===== config.mk =====
export PLATFORM = sky130hd
export DESIGN_NAME = magic_length_message_deframer_top
export DESIGN_NICKNAME = d
export VERILOG_FILES = /design/src/rtl/mld_pkg.sv /design/src/rtl/mld_cfg.sv /design/src/rtl/mld_parse.sv /design/src/rtl/mld_out.sv /design/src/rtl/magic_length_message_deframer_top.sv
export SDC_FILE = /design/constraint.sdc
export NUM_CORES = 1
export LEC_CHECK = 0
export BUFFER_PORTS_ARGS = -buffer_cell sky130_fd_sc_hd__buf_2
export CAP_MARGIN = 40
export CORE_MARGIN = 3
export CORE_UTILIZATION = 50
export CTS_BUF_LIST = sky130_fd_sc_hd__clkbuf_8
export DETAILED_ROUTE_END_ITERATION = 16
export PLACE_DENSITY = 0.71
export SYNTH_ARGS = -nofsm -noshare
export SYNTH_HDL_FRONTEND = slang
export SYNTH_SLANG_ARGS = --single-unit
export TNS_END_PERCENT = 20

===== constraint.sdc =====
create_clock -name clk -period 3.8 [get_ports clk]
set_input_delay 0.19 -clock clk [delete_from_list [all_inputs] [get_ports clk]]
set_output_delay 0.19 -clock clk [all_outputs]
set_load 0.1 [all_outputs]

===== src/rtl/mld_pkg.sv =====
package mld_pkg;

	localparam int IDX_BITS = 2;
	localparam int LEN_FIELD_BITS = 31;

	localparam logic [1:0] KIND_PAYLOAD   = 2'd0;
	localparam logic [1:0] KIND_EMPTY     = 2'd1;
	localparam logic [1:0] KIND_BAD_MAGIC = 2'd2;
	localparam logic [1:0] KIND_TOO_LARGE = 2'd3;

	localparam logic [IDX_BITS-1:0] REG_MAGIC_WORD = 2'd0;
	localparam logic [IDX_BITS-1:0] REG_MAX_LENGTH = 2'd1;

	localparam logic [31:0] MAGIC_RESET = 32'h5443_504D;
	localparam logic [LEN_FIELD_BITS-1:0] MAX_LENGTH_RESET = 31'h7FFF_FFFF;

	localparam logic [2:0] HDR_LAST_COUNT = 3'd7;

	typedef struct packed {
		logic [31:0]               magic_word;
		logic [LEN_FIELD_BITS-1:0] max_length;
	} cfg_t;

	typedef struct packed {
		logic [LEN_FIELD_BITS-1:0] message_length;
		logic                      last_of_message;
		logic                      first_of_message;
		logic [1:0]                kind;
		logic [7:0]                out_byte;
	} res_t;

endpackage


===== src/rtl/mld_cfg.sv =====
module mld_cfg (
	input  logic                          clk,
	input  logic                          arst_n,
	input  logic                          wr_en,
	input  logic [mld_pkg::IDX_BITS-1:0]  wr_index,
	input  logic [31:0]                   wr_data,
	output mld_pkg::cfg_t                 cfg
);

	logic [31:0]                          magic_word_q;
	logic [mld_pkg::LEN_FIELD_BITS-1:0]   max_length_q;

	always_ff @(posedge clk or negedge arst_n) begin
		if (!arst_n) begin
			magic_word_q <= mld_pkg::MAGIC_RESET;
			max_length_q <= mld_pkg::MAX_LENGTH_RESET;
		end else if (wr_en) begin
			if (wr_index == mld_pkg::REG_MAGIC_WORD) begin
				magic_word_q <= wr_data;
			end
			if (wr_index == mld_pkg::REG_MAX_LENGTH) begin
				max_length_q <= wr_data[mld_pkg::LEN_FIELD_BITS-1:0];
			end
		end
	end

	assign cfg = {magic_word_q, max_length_q};

endmodule


===== src/rtl/mld_parse.sv =====
module mld_parse #(
	parameter int LENGTH_BITS = 31
) (
	input  logic          clk,
	input  logic          arst_n,
	input  logic          accept,
	input  logic [7:0]    in_byte,
	input  mld_pkg::cfg_t cfg,
	output logic          res_valid,
	output mld_pkg::res_t res
);

	logic                   in_payload_q;
	logic [55:0]            header_bytes_q;
	logic [2:0]             header_count_q;
	logic [LENGTH_BITS-1:0] payload_length_q;
	logic [LENGTH_BITS-1:0] payload_count_q;

	logic [63:0]            full_hdr;
	logic [31:0]            hdr_magic;
	logic [31:0]            hdr_len;
	logic                   hdr_done;
	logic                   magic_bad;
	logic                   len_bad;
	logic                   len_zero;
	logic [LENGTH_BITS-1:0] count_next;
	logic                   pay_last;

	assign full_hdr   = {header_bytes_q, in_byte};
	assign hdr_magic  = full_hdr[63:32];
	assign hdr_len    = full_hdr[31:0];
	assign hdr_done   = !in_payload_q && (header_count_q == mld_pkg::HDR_LAST_COUNT);
	assign magic_bad  = hdr_magic != cfg.magic_word;
	// The top bit covers negative lengths; the shift covers lengths wider than the counter.
	assign len_bad    = hdr_len[31] || (hdr_len[30:0] > cfg.max_length)
	                    || ((hdr_len >> LENGTH_BITS) != 32'd0);
	assign len_zero   = hdr_len == 32'd0;
	assign count_next = payload_count_q + LENGTH_BITS'(1);
	assign pay_last   = count_next == payload_length_q;

	always_comb begin
		res_valid = 1'b0;
		res       = '0;
		if (in_payload_q) begin
			res_valid            = 1'b1;
			res.out_byte         = in_byte;
			res.kind             = mld_pkg::KIND_PAYLOAD;
			res.first_of_message = payload_count_q == '0;
			res.last_of_message  = pay_last;
			res.message_length   = mld_pkg::LEN_FIELD_BITS'(payload_length_q);
		end else if (hdr_done) begin
			priority if (magic_bad) begin
				res_valid = 1'b1;
				res.kind  = mld_pkg::KIND_BAD_MAGIC;
			end else if (len_bad) begin
				res_valid = 1'b1;
				res.kind  = mld_pkg::KIND_TOO_LARGE;
			end else if (len_zero) begin
				res_valid           = 1'b1;
				res.kind            = mld_pkg::KIND_EMPTY;
				res.last_of_message = 1'b1;
			end else begin
				res_valid = 1'b0;
			end
		end
	end

	always_ff @(posedge clk or negedge arst_n) begin
		if (!arst_n) begin
			in_payload_q     <= 1'b0;
			header_bytes_q   <= '0;
			header_count_q   <= '0;
			payload_length_q <= '0;
			payload_count_q  <= '0;
		end else if (accept) begin
			if (in_payload_q) begin
				if (pay_last) begin
					in_payload_q    <= 1'b0;
					payload_count_q <= '0;
				end else begin
					payload_count_q <= count_next;
				end
			end else if (hdr_done) begin
				header_bytes_q <= '0;
				header_count_q <= '0;
				if (!magic_bad && !len_bad && !len_zero) begin
					in_payload_q     <= 1'b1;
					payload_length_q <= hdr_len[LENGTH_BITS-1:0];
					payload_count_q  <= '0;
				end
			end else begin
				header_bytes_q <= full_hdr[55:0];
				header_count_q <= header_count_q + 3'd1;
			end
		end
	end

	a_payload_len_nonzero: assert property (@(posedge clk) disable iff (!arst_n)
		in_payload_q |-> (payload_length_q != '0))
		else $error("payload phase with zero length");

	a_count_below_len: assert property (@(posedge clk) disable iff (!arst_n)
		in_payload_q |-> (payload_count_q < payload_length_q))
		else $error("payload count reached the length");

	a_header_idle_in_payload: assert property (@(posedge clk) disable iff (!arst_n)
		in_payload_q |-> (header_count_q == 3'd0))
		else $error("header bytes gathered during payload");

	a_enter_payload_fresh: assert property (@(posedge clk) disable iff (!arst_n)
		$rose(in_payload_q) |-> (payload_count_q == '0))
		else $error("payload started with a stale count");

endmodule


===== src/rtl/mld_out.sv =====
module mld_out (
	input  logic          clk,
	input  logic          arst_n,
	input  logic          accept,
	input  logic          res_valid,
	input  mld_pkg::res_t res,
	input  logic          out_ready,
	output logic          in_ready,
	output logic          out_valid,
	output mld_pkg::res_t out_res
);

	logic          valid_q;
	mld_pkg::res_t res_q;

	assign in_ready  = !valid_q || out_ready;
	assign out_valid = valid_q;
	assign out_res   = res_q;

	always_ff @(posedge clk or negedge arst_n) begin
		if (!arst_n) begin
			valid_q <= 1'b0;
		end else if (accept) begin
			valid_q <= res_valid;
		end else if (out_ready) begin
			valid_q <= 1'b0;
		end
	end

	always_ff @(posedge clk) begin
		if (accept && res_valid) begin
			res_q <= res;
		end
	end

	a_no_accept_when_full: assert property (@(posedge clk) disable iff (!arst_n)
		(valid_q && !out_ready) |-> !accept)
		else $error("item accepted over a waiting result");

endmodule


===== src/rtl/magic_length_message_deframer_top.sv =====
// Channel   Dir  Handshake                    Payload
// s_axis    in   s_axis_tvalid/s_axis_tready  tdata[7:0] in_byte
// m_axis    out  m_axis_tvalid/m_axis_tready  tdata, tuser, tlast (see ports)
// cfg       in   cfg_valid/cfg_ready          cfg_index, cfg_data
//
// One byte is taken every clock cycle while the result register is free or being read.
// A result follows its byte in the next cycle; only the last header byte can give one.
// The header and payload logic sits between the parse state and one result register.
// Reset clears the parse state and loads the default magic word and length limit.
// A stalled output holds its result and blocks new bytes only while it is full.
module magic_length_message_deframer_top #(
	parameter int LENGTH_BITS = 31
) (
	input  logic        clk,
	input  logic        arst_n,
	input  logic        s_axis_tvalid,
	output logic        s_axis_tready,
	input  logic [7:0]  s_axis_tdata,   // [7:0] in_byte
	output logic        m_axis_tvalid,
	input  logic        m_axis_tready,
	output logic [39:0] m_axis_tdata,   // [7:0] out_byte, [38:8] message_length, [39] zero
	output logic [2:0]  m_axis_tuser,   // [1:0] kind, [2] first_of_message
	output logic        m_axis_tlast,   // last_of_message
	input  logic        cfg_valid,
	output logic        cfg_ready,
	input  logic [mld_pkg::IDX_BITS-1:0] cfg_index,
	input  logic [31:0] cfg_data
);

	mld_pkg::cfg_t cfg;
	mld_pkg::res_t res;
	mld_pkg::res_t out_res;
	logic          res_valid;
	logic          accept;

	assign cfg_ready = 1'b1;
	assign accept    = s_axis_tvalid && s_axis_tready;

	mld_cfg u_cfg (
		.clk      (clk),
		.arst_n   (arst_n),
		.wr_en    (cfg_valid && cfg_ready),
		.wr_index (cfg_index),
		.wr_data  (cfg_data),
		.cfg      (cfg)
	);

	mld_parse #(
		.LENGTH_BITS (LENGTH_BITS)
	) u_parse (
		.clk       (clk),
		.arst_n    (arst_n),
		.accept    (accept),
		.in_byte   (s_axis_tdata),
		.cfg       (cfg),
		.res_valid (res_valid),
		.res       (res)
	);

	mld_out u_out (
		.clk       (clk),
		.arst_n    (arst_n),
		.accept    (accept),
		.res_valid (res_valid),
		.res       (res),
		.out_ready (m_axis_tready),
		.in_ready  (s_axis_tready),
		.out_valid (m_axis_tvalid),
		.out_res   (out_res)
	);

	assign m_axis_tdata = {1'b0, out_res.message_length, out_res.out_byte};
	assign m_axis_tuser = {out_res.first_of_message, out_res.kind};
	assign m_axis_tlast = out_res.last_of_message;

endmodule


==> results of run 1 <==
[cells by family (layout without fill, tap and decap cells)]
family | after synthesis | after routing | synth area share
compound gates | 128 | 128 | 0.0773
xor+xnor | 62 | 62 | 0.0449
fa+ha+maj | 35 | 35 | 0.0362
buf+inv | 125 | 320 | 0.0432
flops | 229 | 229 | 0.496
mux | 97 | 97 | 0.0900
other cells | 2 | 2 | 0.000621
simple gates | 488 | 488 | 0.212
[power breakdown]
part	total (W)	switching [W]	internal [W]
clock	0.00238	0.00105	0.00133
sequential	0.00325	0.000337	0.00291
combinational	0.00131	0.000762	0.000550
total	0.00694	0.00214	0.00479
[path summary, 6_finish.rpt]
kind / startpoint / end / slack (ns)
min in group clk: m_axis_tready / u_out.out_valid / 0.13
max: u_parse.payload_count_q[0] / u_parse.payload_count_q[28] / 0.18
max reg2reg: u_parse.payload_count_q[0] / u_parse.payload_count_q[28] / 0.18
min: arst_n / u_parse.payload_count_q[7] / 0.06
min reg2reg: u_parse.header_count_q[2] / u_parse.header_count_q[2] / 0.48
max in group asynchronous: arst_n / u_cfg.max_length_q[26] / 2.53
[state kept, by name, summed over array words and instances (netlist names)]
register                  cells
u_cfg.magic_word_q           32
u_cfg.max_length_q           31
u_parse.payload_length_q     31
u_parse.payload_count_q      31
u_parse.header_count_q        3
u_parse.in_payload_q          1
u_out.out_valid               1
u_out.out_res                43
u_parse.header_bytes_q       56
[placed cells by master (no fill, tap or decap), types with 7 or more instances in the layout]
cell             n
buf_4           59
inv_1           67
dfrtp_1        143
xnor2_1         50
dfstp_2         43
nor4b_1          7
and2_1          44
mux2_2          94
nor4_1          39
and4_1           7
nor2_1          30
a211o_1         17
or4_1            8
and3_1           7
nand4_1         42
clkbuf_8        50
dlygate4sd3_1   42
a21o_1           7
a21oi_1         14
buf_2           90
nand3_1         99
nor3_1          22
ha_1            35
xor2_1          12
o21ai_0         29
edfxtp_1        43
nand2_1        152
[through the flow]
| step | total power, W | hold slack, ns | util |
|---|---|---|---|
| final | 0.00694 | 0.0618 | 0.613 |
| after global routing | 0.00730 | 0.0710 | 0.613 |
| after CTS | 0.00698 | 0.0477 | 0.613 |
| after detailed placement | 0.00456 | 0.0647 | 0.559 |
| after global placement | 0.00450 | 0.342 | 0.557 |
| after floorplan | 0.00411 | -0.106 | - |
[final cells by class]
cell class,instances,area share
clock buffers,50,0.0475
clock inverters,23,0.0114
inverters,50,0.0130
multi-input cells,812,0.387
flip-flops and latches,229,0.414
well taps,319,0.0276
repair buffers,197,0.0995
[timing repair]
item | 4_1_cts | 5_1_grt
hold buffers | 42 | 0
hold endpoints to repair | 167 | 0
endpoints found under the setup margin | 0 | 0
[routing by layer]
metal  GRT usage  vias to the layer above  share of wire
met5           0                        -              0
met4       0.106                        0          0.035
met3      0.0403                       87          0.060
met2       0.444                      363           0.47
met1       0.379                     4852           0.43
li1            -                     4552              -
[critical path, cell delays in order (launching register included)]
cell     delay, ns
dfrtp_1       0.45
ha_1          0.33
nand2_1       0.10
or4_1         0.67
o31a_1        0.30
nor4_1        0.32
nand4_1       0.18
buf_4         0.18
nor4b_4       0.30
buf_12        0.18
buf_4         0.17
nor4b_1       0.07
a211o_1       0.26
==> impl_metrics.json, run 1 <==
{
  "synthDistinctLibCells": 77,
  "route.detailed.drc": 0,
  "yosys-top-cells-count": "nand2_1, dfrtp_1, nand3_1",
  "vdd_drop_max_mv": 0.394,
  "arrival_ns": 4.07,
  "tns_ns": 0,
  "root_buffer": "clkbuf_8",
  "rows": 56,
  "syn_area_sq_um": 12100,
  "port_buffers": 91,
  "synth_edf_count": 43,
  "place_area_sq_um": 13200,
  "dpl_worst_slack_ns": 0.279,
  "cts.htree.levels": 2,
  "antenna_cells": 0,
  "grt_pass1_vias": 9919,
  "numCtsBuffers": 40,
  "ant_nets": 0,
  "vias": 9854,
  "rr_worst_depth": 12,
  "rsz0062_at_grt": "no",
  "ys_ff_latch": 229,
  "die_y_microns": 162,
  "hp-class": "input port to asynchronous set/reset pin",
  "wire_per_inst_microns": 21.1,
  "multi_input_area_sq_um": 5600,
  "setup_ws_ns": 0.176,
  "grt_max_degree": 72,
  "area_delta_synth_final_pct": 19.7,
  "dp_cells": 1565,
  "synthArstFlopShare": 0.812,
  "synth_nets": 1248,
  "maxCapViolCount": 0,
  "p_leak_nw": 6.50,
  "vias_per_cell": 5.87,
  "worst_slew_pin_slew_ns": 0.824,
  "antenna_found_initial": 0,
  "synth.avg_cell_area_sq_um": 10.4,
  "grt-ovfl-total": 0,
  "drv_slew": 0,
  "ys_top_cells_by_area": "dfrtp_1, edfxtp_1, dfstp_2",
  "cts_setup_buffers": 0,
  "instances_no_fill": 1680,
  "cts_tree": "built",
  "cp.required_ns": 4.24,
  "dr.pass1.iters": 8,
  "min_period_over_period": 0.954,
  "ios": 94,
  "slew_headroom": 0.449,
  "place.gp.congestion": 0.970,
  "drtIter0Drc": 939,
  "setup_violations": 0,
  "initial_core_util": 0.512,
  "clock-sinks": 229,
  "cts.path.max_buffers": 3,
  "drt-total-wl_mm": 35.5,
  "clk_pin_slew_ns": 0.06,
  "worstSetupEndpointType": "flop",
  "synth_most_common_cell": "nand2_1",
  "n_fill_cell": 1967,
  "ys_seq_area_frac": 0.496,
  "grt_use_total": 0.275,
  "fin_skew_ns": 0.0319,
  "dpl.hpwl_mm": 25.6,
  "yosysTopAreaCell": "dfrtp_1",
  "crit_fanout": 13,
  "synth_top_cell_area_share": 0.296,
  "synth-main-ff-cell": "dfrtp_1",
  "finalInstanceArea_sq_um": 14500,
  "nets": 1412,
  "clock_latency_ns": 0.55,
  "final_hold_viol_count": 0,
  "start_kind": "flop",
  "p_per_area_nw_per_um2": 479,
  "die_x_microns": 162,
  "fmax_mhz": 276,
  "syn_inst": 1166,
  "layout_min_cycle_time_ns": 3.62,
  "status": "finished clean",
  "die-area_sq_um": 26100,
  "core_sq_um": 23600,
  "cts_resized": 0,
  "regArea_sq_um": 6000,
  "layout-drive-gt1-share": 0.273,
  "grt_pass1_wl_mm": 56.3,
  "path_class": "flop to flop",
  "yosysWarnings": 0
}
Power figures use the tool's default switching activity.
==> run 2: changes to the inputs <==
--- a/config.mk
+++ b/config.mk
@@ -11,6 +11,7 @@
 export CORE_UTILIZATION = 50
 export CTS_BUF_LIST = sky130_fd_sc_hd__clkbuf_8
 export DETAILED_ROUTE_END_ITERATION = 16
+export MAX_ROUTING_LAYER = met4
 export PLACE_DENSITY = 0.71
 export SYNTH_ARGS = -nofsm -noshare
 export SYNTH_HDL_FRONTEND = slang
==> run 2 against run 1 <==
Effect of this change:
- first-iteration DRC count is 9.3% lower
- maximum frequency is 0.26% lower
- cell area is 1.1% lower
- clock skew is 0.0075 ns lower
- worst hold slack better by 0.14 ns
- die area stayed put
==> impl_metrics.json, run 2 (synthesis gave the netlist of run 1 again) <==
{
  "clock_latency_ns": 0.56,
  "layout_min_cycle_time_ns": 3.63,
  "drv_slew": 0,
  "p_total_w": 0.00669,
  "cp_common_cell": "buf_4",
  "core_sq_um": 23600,
  "cts_tree": "built",
  "wire_per_inst_microns": 21.7,
  "antenna_found_initial": 0,
  "crit_fanout": 10,
  "worst_slew_pin_slew_ns": 0.870,
  "status": "finished clean",
  "ios": 94,
  "cts_setup_buffers": 0,
  "grt-ovfl-total": 0,
  "rows": 56,
  "start_kind": "flop",
  "grt_pass1_wl_mm": 56.8,
  "cts.path.max_buffers": 3,
  "p_sw_frac": 0.318,
  "nets": 1409,
  "min_period_over_period": 0.956,
  "mostFrequentLayoutCells": "nand2_1, dfrtp_1, nand3_1, mux2_2, buf_2",
  "grt_pass1_vias": 9816,
  "power_frac_seq": 0.486,
  "layout-drive-gt1-share": 0.267,
  "dpl.hpwl_mm": 26.4,
  "comb_power_share": 0.197,
  "clk_pin_slew_ns": 0.06,
  "final_hold_viol_count": 0,
  "tns_ns": 0,
  "worstSetupEndpointType": "flop",
  "antenna_cells": 0,
  "regMostFlops": "u_parse.header_bytes_q",
  "maxCapViolCount": 0,
  "cp.required_ns": 4.23,
  "die-area_sq_um": 26100,
  "vdd_drop_max_mv": 0.431,
  "final_common_cell": "nand2_1",
  "fmax_mhz": 275,
  "p_per_area_nw_per_um2": 468,
  "grt_max_degree": 89,
  "die_y_microns": 162,
  "cp_slowest_cell": "or4_1",
  "worstPathCellList": "ha_1, nand2_1, or4_1, o31a_1, nor4_1, nand4_1, buf_4, nor4b_4, buf_4, buf_4, nor4_1, a211o_1",
  "route.detailed.drc": 0,
  "largest_register_ffs": 56,
  "whs_ns": 0.201,
  "arrival_ns": 4.06,
  "rsz0062_at_grt": "no",
  "drt-total-wl_mm": 36.4,
  "clock-sinks": 229,
  "p_int_w": 0.00456,
  "vias_per_cell": 5.92,
  "p_leak_nw": 6.43,
  "clkPwrFrac": 0.317,
  "hp-class": "input port to flop",
  "drtIter0Drc": 852,
  "port_buffers": 91,
  "die_x_microns": 162,
  "path_class": "flop to flop",
  "fin_skew_ns": 0.0244,
  "setup_violations": 0,
  "root_buffer": "clkbuf_8",
  "ant_nets": 0,
  "slew_headroom": 0.420,
  "cts.htree.levels": 2,
  "max_stage_delay_ns": 0.67,
  "numCtsBuffers": 39,
  "dr.pass1.iters": 6,
  "vias": 9916,
  "place.gp.congestion": 0.981,
  "n_fill_cell": 2014,
  "p_switching_w": 0.00213,
  "area_delta_synth_final_pct": 18.4,
  "initial_core_util": 0.512,
  "grt_use_total": 0.289,
  "final_util": 0.606
}
run 2: layout make-up:
cell class,count,area [sq um],area share
Sequential cell,229,6000,0.419
Multi-Input combinational cell,812,5610,0.392
Tap cell,319,399,0.0279
Clock inverter,23,105,0.00734
Timing Repair Buffer,195,1390,0.0967
Inverter,50,188,0.0131
Clock buffer,46,633,0.0442
run 2: per-stage QoR:
stage                     setup WS (ns)  instance area, sq um  cells
after floorplan                   0.283                 12100   1166
after global placement            0.347                 13200   1563
after detailed placement          0.213                 13200   1563
after CTS                         0.216                 14300   1674
after global routing             0.0130                 14300   1674
final                             0.166                 14300   1674
run 2: worst max-delay path: cells and delay by family, from the launching register on:
family                     cells  cell delay [ns]
DFF                            1             0.46
adders and majority gates      1             0.34
buffers and inverters          3             0.60
and+or+nand+nor                6             1.50
AOI/OAI and AO/OA              2             0.59
run 2: worst paths after layout:
check / from / endpoint / slack [ns] / cells past startpoint
worst max-delay path: u_parse.payload_count_q[0] / u_parse.payload_count_q[26] / 0.17 / 12
worst min-delay path: m_axis_tready / u_out.out_valid / 0.20 / 3
worst max register to register: u_parse.payload_count_q[0] / u_parse.payload_count_q[26] / 0.17 / 12
worst min register to register: u_parse.header_count_q[2] / u_parse.header_count_q[2] / 0.48 / 2
max in group asynchronous: arst_n / u_cfg.max_length_q[15] / 2.54 / 3
min in group asynchronous: arst_n / u_parse.payload_count_q[23] / 0.24 / 2
run 2: routing by layer:
metal  part of all wire  GRT usage
met1               0.42      0.387
met2               0.48      0.449
met3              0.064     0.0395
met4              0.037      0.111
met5                  0          -
run 2: timing repair:
| action | CTS | global route |
|---|---|---|
| endpoints found under the hold margin | 141 | 0 |
| setup endpoints to repair | 0 | 1 |
| hold buffers | 42 | 0 |
| gates resized for setup | 0 | 1 |
run 2: power by group through the flow:
stage	logic [W]	registers, W	clock network [W]
2_1_floorplan	0.000790	0.00332	0
3_3_place_gp	0.00124	0.00327	0
3_5_place_dp	0.00128	0.00329	0
4_1_cts	0.00132	0.00324	0.00217
5_1_grt	0.00146	0.00329	0.00228
6_report	0.00132	0.00325	0.00213
==> run 3: changes to the inputs <==
--- a/config.mk
+++ b/config.mk
@@ -5,6 +5,7 @@
 export SDC_FILE = /design/constraint.sdc
 export NUM_CORES = 1
 export LEC_CHECK = 0
+export ABC_AREA = 1
 export BUFFER_PORTS_ARGS = -buffer_cell sky130_fd_sc_hd__buf_2
 export CAP_MARGIN = 40
 export CORE_MARGIN = 3
==> run 3 against run 2 <==
Effect of this change:
- cell area increased by 0.75%
- clock-buffer cell count is 1 higher
- clock power is 3% higher
- die area increased by 2.3%
- clock skew up 0.014 ns
- utilization fell by 0.26 points
- sequential share of layout area down 0.29 points
- worst hold slack got worse by 0.085 ns
- cell count up 25%
- combinational power shrank 34%
- routed wire length is 6.2% lower
- highest routed layer unchanged
==> impl_metrics.json, run 3 <==
{
  "fmax_mhz": 364,
  "clk_pin_slew_ns": 0.06,
  "status": "finished clean",
  "mostFrequentLayoutCells": "nand2_1, inv_1, dfrtp_1, o21ai_0, nor2_1",
  "cpLargestDelayFamily": "simple AND/OR/NAND/NOR gates",
  "p_per_area_nw_per_um2": 412,
  "yosys-top-cells-count": "nand2_1, inv_1, dfrtp_1",
  "synth-main-ff-cell": "dfrtp_1",
  "cts_tree": "built",
  "ys_seq_area_frac": 0.484,
  "die-area_sq_um": 26700,
  "route.detailed.drc": 0,
  "synthDistinctLibCells": 35,
  "antenna_found_initial": 1,
  "numCtsBuffers": 40,
  "hp-class": "input port to asynchronous set/reset pin",
  "grt_use_total": 0.270,
  "crit_fanout": 23,
  "die_y_microns": 163,
  "clock_latency_ns": 0.57,
  "synth_most_common_cell": "nand2_1",
  "grt_max_degree": 76,
  "path_class": "flop to flop",
  "clock-sinks": 229,
  "synth_edf_count": 43,
  "drv_slew": 0,
  "worstPathCellList": "inv_1, ha_1, nand2_1, inv_1, nand3_1, nor3_1, nand2_1, nand2_1, nand2_1, nand2_1, a21oi_1, nand2_1, nand2_1, a21oi_4, buf_4",
  "cts_resized": 0,
  "nets": 1827,
  "fin_skew_ns": 0.0387,
  "cts.path.max_buffers": 3,
  "p_int_w": 0.00418,
  "port_buffers": 91,
  "rr_worst_depth": 15,
  "final_hold_viol_count": 0,
  "wire_per_inst_microns": 16.3,
  "drt-total-wl_mm": 34.2,
  "yosysTopAreaCell": "dfrtp_1",
  "synth.area.mux_share": 0.000909,
  "power_frac_seq": 0.486,
  "synth_nets": 1685,
  "root_buffer": "clkbuf_8",
  "n_fill_cell": 2173,
  "vdd_drop_max_mv": 0.335,
  "ios": 94,
  "reg2reg_from": "u_cfg.max_length_q[10]",
  "cp_common_cell": "nand2_1",
  "ff2ff_setup_slack_ns": 1.05,
  "setup_violations": 0,
  "synth.avg_cell_area_sq_um": 7.73,
  "cts.htree.levels": 2,
  "cp-startpoint": "u_cfg.max_length_q[10]",
  "maxCapViolCount": 0,
  "synth_xor_area_frac": 0.0170,
  "drtIter0Drc": 829,
  "yosysWarnings": 0,
  "final_common_cell": "nand2_1",
  "yosys.area_share.simple": 0.271,
  "max_stage_delay_ns": 0.53,
  "worst_slew_pin_slew_ns": 0.586,
  "p_switching_w": 0.00176,
  "vias": 10838,
  "ys_top_cells_by_area": "dfrtp_1, nand2_1, edfxtp_1",
  "tns_ns": 0,
  "layout-drive-gt1-share": 0.148,
  "dr.pass1.iters": 6,
  "path_buf_inv": 3,
  "worstSetupEndpointType": "flop",
  "comb_power_share": 0.146,
  "min_period_over_period": 0.724,
  "vias_per_cell": 5.17,
  "yosys.area_share.adder": 0.0354,
  "layout_min_cycle_time_ns": 2.75,
  "regMostFlops": "u_parse.header_bytes_q",
  "synth_top_cell_area_share": 0.289,
  "instances_no_fill": 2096,
  "grt_pass1_vias": 10680,
  "ant_nets": 0,
  "p_leak_nw": 7.02,
  "start_kind": "flop",
  "initial_core_util": 0.518,
  "syn_inst": 1603,
  "synth-compound-area-share": 0.0878,
  "arrival_ns": 2.96,
  "grt_pass1_wl_mm": 55.0,
  "area_delta_synth_final_pct": 16.5,
  "die_x_microns": 163,
  "timing.rr.end": "u_out.out_res[35]",
  "dpl.hpwl_mm": 24.8,
  "dp_cells": 1980,
  "grt-ovfl-total": 0,
  "cp.required_ns": 4.01,
  "rsz0062_at_grt": "no",
  "cp_slowest_cell": "dfstp_2",
  "place.gp.congestion": 0.969,
  "syn_area_sq_um": 12400,
  "synth_top_family_by_area": "simple AND/OR/NAND/NOR gates",
  "rows": 56,
  "ys_ff_latch": 229,
  "largest_register_ffs": 56,
  "core_sq_um": 23900,
  "path_depth": 15,
  "synthArstFlopShare": 0.812,
  "slew_headroom": 0.609,
  "clkPwrFrac": 0.368,
  "p_sw_frac": 0.296
}
-- run 3: changes by cell type after synthesis, moves of 31 or more --
cell / previous run / this run
nor2_1: 31 / 94
o21ai_0: 29 / 99
inv_1: 50 / 274
nand4_1: 42 / 11
nand2_1: 153 / 530
a21oi_1: 14 / 48
mux2_2: 94 / 1
o22ai_1: 3 / 51
and2_1: 45 / 2
-- run 3: stage by stage --
stage / utilization / area, sq um / worst slack [ns] / hold slack [ns] / power (W)
finish: 0.604 / 14400 / 1.05 / 0.116 / 0.00594
global route: 0.604 / 14400 / 0.800 / 0.132 / 0.00625
CTS: 0.604 / 14400 / 1.01 / 0.107 / 0.00598
detailed placement: 0.554 / 13200 / 1.05 / 0.115 / 0.00376
global placement: 0.553 / 13200 / 1.06 / 0.410 / 0.00373
floorplan: - / 12400 / 0.280 / -0.106 / 0.00348
-- run 3: worst register-to-register path, cell delays in order (launching register included) --
cell and delay (ns):
dfstp_2 0.53, inv_1 0.04, ha_1 0.29, nand2_1 0.05, inv_1 0.06, nand3_1 0.06, nor3_1 0.25, nand2_1 0.09
nand2_1 0.09, nand2_1 0.05, nand2_1 0.08, a21oi_1 0.12, nand2_1 0.09, nand2_1 0.10, a21oi_4 0.15, buf_4 0.33
-- run 3: how the worst max path moves through the flow --
stage / endpoint / slack, ns
floorplan: u_out.out_res[0] / 0.28
global placement: u_out.out_res[22] / 1.06
detailed placement: u_out.out_res[23] / 1.05
CTS: u_out.out_res[35] / 1.01
global route: u_parse.payload_count_q[29] / 0.80
finish: u_out.out_res[35] / 1.05
-- run 3: area by class of cell --
type                            count  area (sq um)  area share
Antenna cell                        1          2.50    0.000173
Clock buffer                       47           647      0.0448
Clock inverter                     26           125     0.00867
Inverter                          277          1040      0.0721
Multi-Input combinational cell   1044          5140       0.357
Sequential cell                   229          6000       0.416
Tap cell                          319           399      0.0277
Timing Repair Buffer              153          1060      0.0738
-- run 3: cells by family (layout without fill, tap and decap cells) --
family,Yosys count,in the layout
AO/OA/AOI/OAI,203,203
XOR/XNOR,24,24
adder cells (fa/ha/maj),35,35
buffers and inverters,330,503
flip-flops,229,229
multiplexers,1,1
other,2,3
AND/OR/NAND/NOR,779,779
-- run 3: power groups by stage --
stage	clock, W	combinational (W)	sequential [W]
after floorplan	0	0.000533	0.00295
after global placement	0	0.000806	0.00292
after detailed placement	0	0.000835	0.00293
after CTS	0.00223	0.000872	0.00289
after global routing	0.00235	0.000997	0.00290
final	0.00219	0.000871	0.00289
-- run 3: repair_timing --
item / 4_1_cts / 5_1_grt
hold buffers: 42 / 0
buffers inserted: 0 / 0
hold endpoints to repair: 180 / 0
-- run 3: routing by layer --
layer | vias up | global-route usage | share of wire
met4 | 0 | 0.0996 | 0.035
met3 | 78 | 0.0426 | 0.059
li1 | 5335 | - | -
met1 | 5078 | 0.335 | 0.42
met5 | - | - | 0
met2 | 347 | 0.449 | 0.49
